### config.mk
export PLATFORM = sky130hd
export DESIGN_NAME = v3n_fifo
export DESIGN_NICKNAME = d
export VERILOG_FILES = /design/src/rtl/v3n_pkg.sv /design/src/rtl/v3n_fifo.sv
export SDC_FILE = /design/constraint.sdc
export NUM_CORES = 1
export LEC_CHECK = 0
export BUFFER_PORTS_ARGS = -buffer_cell sky130_fd_sc_hd__buf_2
export CAP_MARGIN = 5
export CORE_ASPECT_RATIO = 0.6
export CORE_MARGIN = 8
export CORE_UTILIZATION = 40
export CTS_CLUSTER_SIZE = 25
export DETAILED_ROUTE_END_ITERATION = 8
export GPL_TIMING_DRIVEN = 0
export PLACE_DENSITY = 0.64
export RECOVER_POWER = 100
export SYNTH_ARGS = -nofsm -noshare
export SYNTH_HDL_FRONTEND = slang
export SYNTH_SLANG_ARGS = --single-unit
export TNS_END_PERCENT = 30
### constraint.sdc
create_clock -name clk -period 1.6 [get_ports clk]
set_input_delay 0.08 -clock clk [delete_from_list [all_inputs] [get_ports clk]]
set_output_delay 0.08 -clock clk [all_outputs]
set_load 0.03 [all_outputs]
### src/rtl/v3n_pkg.sv
// ----------------------------------------------------------------------------
// v3n_pkg
// Shared types and constants of the vector normalizer.
// ----------------------------------------------------------------------------
`default_nettype none

package v3n_pkg;

  localparam int TOL_W       = 16;
  localparam logic [TOL_W-1:0] TOL_RESET = 16'd7;

  localparam int QUEUE_DEPTH = 4;
  localparam int QPTR_W      = 2;

  // Queue status seen by the producer and the consumer.
  typedef struct packed {
    logic empty;
    logic full;
  } v3n_qstat_t;

endpackage

`default_nettype wire

### src/rtl/v3n_fifo.sv
// ----------------------------------------------------------------------------
// v3n_fifo
// Short queue between the front and the back pipelines.
// ----------------------------------------------------------------------------
`default_nettype none

module v3n_fifo #(
  parameter int DATA_W = 8
) (
  input  wire logic              clk,
  input  wire logic              rst_n,
  input  wire logic              push,
  input  wire logic [DATA_W-1:0] push_data,
  input  wire logic              pop,
  output logic [DATA_W-1:0]      pop_data,
  output v3n_pkg::v3n_qstat_t    qstat
);

  logic [DATA_W-1:0]           mem_r [v3n_pkg::QUEUE_DEPTH];
  logic [v3n_pkg::QPTR_W-1:0]  wr_ptr_r;
  logic [v3n_pkg::QPTR_W-1:0]  rd_ptr_r;
  logic [v3n_pkg::QPTR_W:0]    count_r;
  logic [v3n_pkg::QPTR_W:0]    count_nxt;

  assign qstat.empty = (count_r == '0);
  assign qstat.full  = (count_r == (v3n_pkg::QPTR_W+1)'(v3n_pkg::QUEUE_DEPTH));
  assign pop_data    = mem_r[rd_ptr_r];

  always_comb begin
    count_nxt = count_r;
    if (push && !pop) begin
      count_nxt = count_r + 1'b1;
    end else if (pop && !push) begin
      count_nxt = count_r - 1'b1;
    end
  end

  always_ff @(posedge clk) begin
    if (!rst_n) begin
      wr_ptr_r <= '0;
      rd_ptr_r <= '0;
      count_r  <= '0;
    end else begin
      count_r <= count_nxt;
      if (push) begin
        wr_ptr_r <= wr_ptr_r + 1'b1;
      end
      if (pop) begin
        rd_ptr_r <= rd_ptr_r + 1'b1;
      end
    end
  end

  always_ff @(posedge clk) begin
    if (push) begin
      mem_r[wr_ptr_r] <= push_data;
    end
  end

endmodule

`default_nettype wire

Word-level counts from Yosys, hierarchy flattened
Memories as Yosys holds them, arrays and structs flattened. A register that Yosys moved wholly into a read port is not among the register bits.
Cells that the tools add are included.

storage, ports and cells
  register bits = 7
  bits in writable memories = 32
  input port bits = 12
  output and inout bits = 10
  logic and storage cells = 21
  memories = 1

cells by class
  add/subtract/negate cells = 4
  eq/ne operators = 1
  mux-type cells = 6
  reductions and logical operators = 6

memory list
  memory  words  width  rd ports  clocked after memory_dff  write ports  RTL line        RTL
  mem_r   4      8      1         1                         1            v3n_fifo.sv:19  logic [DATA_W-1:0] mem_r [v3n_pkg::QUEUE_DEPTH];

operators by type and width
  cell                                                                 count
  3-bit 2-to-1 mux                                                     2
  2-bit by 1-bit adder with 2-bit output (second input constant)       2
  2-bit 2-to-1 mux                                                     2
  3-bit by 1-bit adder with 3-bit output (second input constant)       1
  3-bit == test (second input constant)                                1
  3-bit zero test                                                      1
  3-bit by 1-bit subtractor with 3-bit output (second input constant)  1
  1-bit logical AND                                                    2
  1-bit zero test                                                      2
  1-bit 2-to-1 mux                                                     2
  2-bit nonzero test                                                   1

Logic depth before layout (Yosys ltp)
Gate-level depths: netlist of run 1.

  depth in word-level cells = 4
  mapped depth = 7
  mapped depth without buffers = 7

Worst setup path before layout of run 1
No wires, ideal clock.

  path kind = reg2reg
  start point = reg count_r[0] in the netlist's numbering
  end point = reg count_r[2] in the netlist's numbering
  setup time = 0.070 ns
  arrival time = 1.323 ns
  required time = 1.530 ns
  setup slack = 0.207 ns
  cell stages (with the launch flop) = 5
  path buffers = 0
  period minus slack after synthesis = 1.393 ns
  cells stage by stage = dfxtp_1 fa_1 xor2_1 or3_1 a21boi_1

between the ends
  word-level cells in the longest chain between the ends = 3
  elaborated cells between the ends (all ways) = 4
  those cells by class = add/sub (2); mux (2)

RTL lines
  what                                         RTL line        RTL
  start, declared                              v3n_fifo.sv:22  logic [v3n_pkg::QPTR_W:0] count_r;
  start signal, assigned                       v3n_fifo.sv:44  count_r <= count_nxt;
  3-bit by 1-bit subtractor with 3-bit output  v3n_fifo.sv:34  count_nxt = count_r - 1'b1;
  3-bit 2-to-1 mux                             v3n_fifo.sv:33  end else if (pop && !push) begin
  3-bit 2-to-1 mux (*)                         v3n_fifo.sv:31  if (push && !pop) begin

Mark *: on every way between the ends. The rest lies on a longest branch, timed or not. The select of a mux whose other input is x is not followed.
A chain may end at the register's enable or synchronous reset.

==> run metrics, run 1 <==
Final HPWL DP=1830 µm; total gr overflow=0; Setup Fix Bufs, Post-CTS=0; core area=3760 µm²; synth unique cells=19; drt total wl=2610 µm; Syn Area/Cell=18.9 µm²; Sink Count=41; switch share=25.9%; clk slew on worst S/H paths=70 ps; FP Rows=17; pwr dens=1190 nW/µm²; Max VDD drop=0.401 mV; Clk network pwr share=27.9%; CP required=1520 ps; Mapped Nets=103; startpoint types=register; Leakage=0.670 nW; Post-DRT Antenna Nets=0; Yosys reg bits=41; via count=789; Synth Instances=85; Gate power share=16.8%; Critical Path AT=1460 ps; Worst Max-Slew Pin Slew=575 ps; drt first pass iters=4; CTS Root Cell=clkbuf_8; clk_lat worst skew=290 ps; # IOs=22; Seq/Total Area, Yosys=71.2%; CTS H-tree lvls=2; Syn-to-layout area delta=18.6%; synthesized area=1600 µm²; Initial Util=42.6%; Hold WC Path Type=input pin to register; relative slew slack=61.6%; Final Core Density=50.5%; final hold vios=0; Slew Viols, Final=0; WL per Instance=15.9 µm; largest net degree at the start of global routing=13; NetSw=0.586 mW; CP endpoint kind=output pin; ANT cells=0; P_int=1.68 mW; clk buf depth=2; post-route minimum period=1540 ps; WS Path Type=register to output pin; Die Area=6350 µm²; share of cells above drive strength 1=23.9%; I/O Buffers=21; initial antenna violation count=0; GRT Overall Usage=9.22%; Tot Pwr=2.26 mW; clk_skew=2.32 ps; setup TNS=0 ps; CTS Buf Count=5; f_max=649 MHz; gpl congestion=0.728; Initial DRC Count=38; vias in the first global route=863; Residual DRC=0; first-pass GRT wire length=4390 µm; Vias/cell=4.81; Reg power frac=55.3%; Die Wd=97.7 µm; Final Setup Violations=0; max cap viols=0; period utilization=96.3%; nets=134; Max FO, Critical Path=8; warnings from Yosys=0; status=complete, no violations; Vert. Die Dim=65.0 µm; CTS tree=yes; RSZ-0062 raised after global routing=no
## timing repair
item                       4_1_cts  5_1_grt
hold endpoints to repair        12        0
gates cloned                     0        0
setup endpoints to repair        2        8
hold buffers                     3        0
gates resized for setup          4       12
## logic make-up (layout without fill, tap and decap cells)
group	Yosys count	in the layout	share of synthesized area, %
buffers and inverters	6	38	1.95
AND/OR/NAND/NOR	15	15	5.70
adder cells (fa/ha/maj)	6	6	5.15
multiplexers	10	10	12.5
flip-flops	41	41	71.2
XOR/XNOR	5	5	2.73
AO/OA/AOI/OAI	2	2	0.781
## metal layers
layer / part of all wire, % / GRT usage (%)
met5: 0 / 0
met2: 46 / 14.0
met4: 2.7 / 5.78
met3: 6.4 / 3.94
met1: 45 / 10.7
## power groups by stage
stage	clock, mW	combinational, mW	sequential, mW
2_1_floorplan	0	0.256	1.26
3_3_place_gp	0	0.345	1.27
3_5_place_dp	0	0.359	1.27
4_1_cts	0.652	0.377	1.25
5_1_grt	0.698	0.413	1.26
6_report	0.631	0.380	1.25
## final timing paths
path | startpoint | slack, ps | end | cells past startpoint
max | register | 60 | pop_data[2] | 3
min | push_data[4] | 60 | mem_r[2][4] | 1
max reg2reg | count_r[0] | 90 | count_r[2] | 4
min reg2reg | count_r[2] | 510 | count_r[2] | 2
## cell type report
cell class,instances,area (µm²)
tap,47,58.8
timing repair buffer,24,153
clock inverter,3,12.5
sequential,41,1140
clock buffer,5,68.8
multi-input combinational,38,430
fill,312,1860
buffer,2,20.0
inverter,4,15.0
## cells in the final DEF, fill, tap and decap left out, types with 3 or more instances in the layout
cell and count:
xor2_1 3, buf_2 5, dlygate4sd3_1 3, and2_0 5, and2_1 4, dfxtp_1 8
clkbuf_8 5, ha_1 5, inv_1 4, edfxtp_1 32, buf_6 4, clkbuf_1 10
mux4_2 8
## worst max-delay path: stages, from the launching register on
cell and delay, ps:
dfxtp_2 340, buf_8 150, mux4_2 530, buf_6 160
## state kept, by name (all words and copies together), names as in the netlist, named ones only
register / flops
rd_ptr_r: 2
count_r: 3
wr_ptr_r: 2
mem_r: 32
## stage by stage
step           instance area (µm²)  std cells  worst slack [ps]  hold WS (ps)
6_report                      1900        164              59.8          62.8
5_1_grt                       1900        164              5.01          75.6
2_1_floorplan                 1600         85               207           179
3_5_place_dp                  1770        153              18.6           303
4_1_cts                       1890        164              3.72         0.799
3_3_place_gp                  1770        153              80.3           291
## cells in the mapped netlist, drive strengths merged
master / number / area share, %
edfxtp: 32 / 60
and2: 9 / 3.5
dfxtp: 9 / 11
mux4: 8 / 11
ha: 5 / 3.9
inv: 4 / 0.94
xor2: 3 / 1.6
mux2i: 2 / 1.2
nor2b: 2 / 0.78
xnor2: 2 / 1.1
a21boi: 1 / 0.47
buf: 1 / 0.70
clkbuf: 1 / 0.31
fa: 1 / 1.2
nand2: 1 / 0.23
nor3: 1 / 0.31
nor3b: 1 / 0.47
o21ai: 1 / 0.31
or3: 1 / 0.39
Note: power is estimated with default switching activity, not from simulation.
==> inputs of run 2 (changes only) <==
--- a/config.mk
+++ b/config.mk
@@ -5,15 +5,15 @@
 export SDC_FILE = /design/constraint.sdc
 export NUM_CORES = 1
 export LEC_CHECK = 0
-export BUFFER_PORTS_ARGS = -buffer_cell sky130_fd_sc_hd__buf_2
 export CAP_MARGIN = 5
 export CORE_ASPECT_RATIO = 0.6
 export CORE_MARGIN = 8
 export CORE_UTILIZATION = 40
 export CTS_CLUSTER_SIZE = 25
 export DETAILED_ROUTE_END_ITERATION = 8
+export DONT_BUFFER_PORTS = 1
 export GPL_TIMING_DRIVEN = 0
-export PLACE_DENSITY = 0.64
+export PLACE_DENSITY = 0.59
 export RECOVER_POWER = 100
 export SYNTH_ARGS = -nofsm -noshare
 export SYNTH_HDL_FRONTEND = slang
==> run metrics, run 2 (synthesized netlist as in run 1, its figures left out) <==
R2R Setup Slk=70 ps; status=complete, no violations; CTS Root Cell=clkbuf_8; fin cells=150; f_max=651 MHz; startpoint types=register; via count=747; period utilization=96.0%; dpl cells=132; Buf/Inv on CP=0; worst r2r path cells=4; clk_lat worst skew=290 ps; critical path cell sequence=nor3b_1; gpl congestion=0.642; # IOs=22; nets=120; Initial DRC Count=35; WS Path Type=register to output pin; clk_skew=6.14 ps; Setup Fix Bufs, Post-CTS=0; CP required=1520 ps; setup TNS=0 ps; total gr overflow=0; Die Wd=97.7 µm; Leakage=0.640 nW; Hold WC Path Type=input pin to register; drt total wl=2600 µm; Final Core Density=49.9%; Residual DRC=0; GRT Overall Usage=8.49%; Critical Path AT=1460 ps; Syn-to-layout area delta=17.1%; WL per Instance=17.3 µm; drt first pass iters=4; hold depth=2; Sink Count=41; Largest register FFs=32; pwr dens=1270 nW/µm²; largest net degree at the start of global routing=15; worst r2r dst=count_r[2]; core area=3760 µm²; Worst Max-Slew Pin Slew=961 ps; Top delay family on crit path=simple AND/OR/NAND/NOR gates; Max FO, Critical Path=4; biggest regs=mem_r: 32 flops, count_r: 3 flops; Slowest-stage cell, CP=nor3b_1; Hold Startpoint=push; CTS H-tree lvls=2; Vias/cell=4.98; CTS Buf Count=5; Die Area=6350 µm²; Slew Viols, Final=0; Tot Pwr=2.39 mW; Reg with most FFs=mem_r; commonest non-fill, non-tap cell in the layout=edfxtp_1; Final Setup Violations=0; Vert. Die Dim=65.0 µm; initial antenna violation count=0; fillers=306; first-pass GRT wire length=4020 µm; most frequent cells in the layout=32 x edfxtp_1, 10 x dlygate4sd3_1, 9 x dfxtp_1; CP endpoint kind=output pin; Post-DRT Antenna Nets=0; I/O Buffers=0; Max VDD drop=0.438 mV; CTS tree=yes; final hold vios=0; post-route minimum period=1540 ps; Hold Crit Endpoint=wr_ptr_r[0]; Initial Util=42.6%; ANT cells=0; max cap viols=0; CTS resizes=0; FP Rows=17; clk slew on worst S/H paths=80 ps; vias in the first global route=797; slowest stage delay, CP=800 ps; relative slew slack=35.8%; RSZ-0062 raised after global routing=no; share of cells above drive strength 1=17.5%; Final HPWL DP=1800 µm; clk buf depth=2; reg2reg start=count_r[0]
-- run 2: changes by cell type in the layout (fill, tap and decap cells not counted), moves of 3 or more --
cell,delta
and2_1,-3
dlygate4sd3_1,+7
buf_6,-3
buf_2,-5
clkbuf_1,-10
and2_0,+3
-- run 2: repair_timing --
item | CTS | global route
hold endpoints to repair | 41 | 0
setup endpoints to repair | 0 | 0
hold buffers | 10 | 0
-- run 2: worst max path at each step --
stage,slack [ps],depth (start not counted),from,end
2_1_floorplan,210,4,count_r[0],count_r[2]
3_3_place_gp,180,4,count_r[0],count_r[2]
3_5_place_dp,110,4,count_r[0],count_r[2]
4_1_cts,40,1,count_r[2],qstat[0]
5_1_grt,20,1,count_r[2],qstat[0]
6_report,60,1,count_r[2],qstat[0]
-- run 2: final cells by class --
type,instances,area (µm²),share of cell area [%]
Sequential cell,41,1140,60.8
Multi-Input combinational cell,38,430,22.9
Timing Repair Buffer,10,100,5.33
Clock buffer,5,68.8,3.67
Tap cell,47,58.8,3.13
Clock inverter,3,46.3,2.47
Buffer,2,16.3,0.867
Inverter,4,15.0,0.800
-- run 2: where the power goes --
| part | switching [mW] | internal, mW |
|---|---|---|
| combinational | 0.196 | 0.122 |
| sequential | 0.0336 | 1.22 |
| clock | 0.355 | 0.467 |
-- run 2: through the flow --
stage | area [µm²] | setup WS [ps] | hold WS (ps)
floorplan | 1600 | 207 | 179
global placement | 1660 | 178 | 179
detailed placement | 1660 | 114 | 179
CTS | 1880 | 41.5 | 11.6
global route | 1880 | 21.0 | 28.8
finish | 1880 | 64.2 | 18.4
-- run 2: layer usage --
metal,track usage (%),up-vias,wire [µm]
met2,13.9,19,1230
met4,2.89,0,12
met3,3.83,2,154
met1,9.75,377,1190
li1,-,349,-
met5,0,-,0
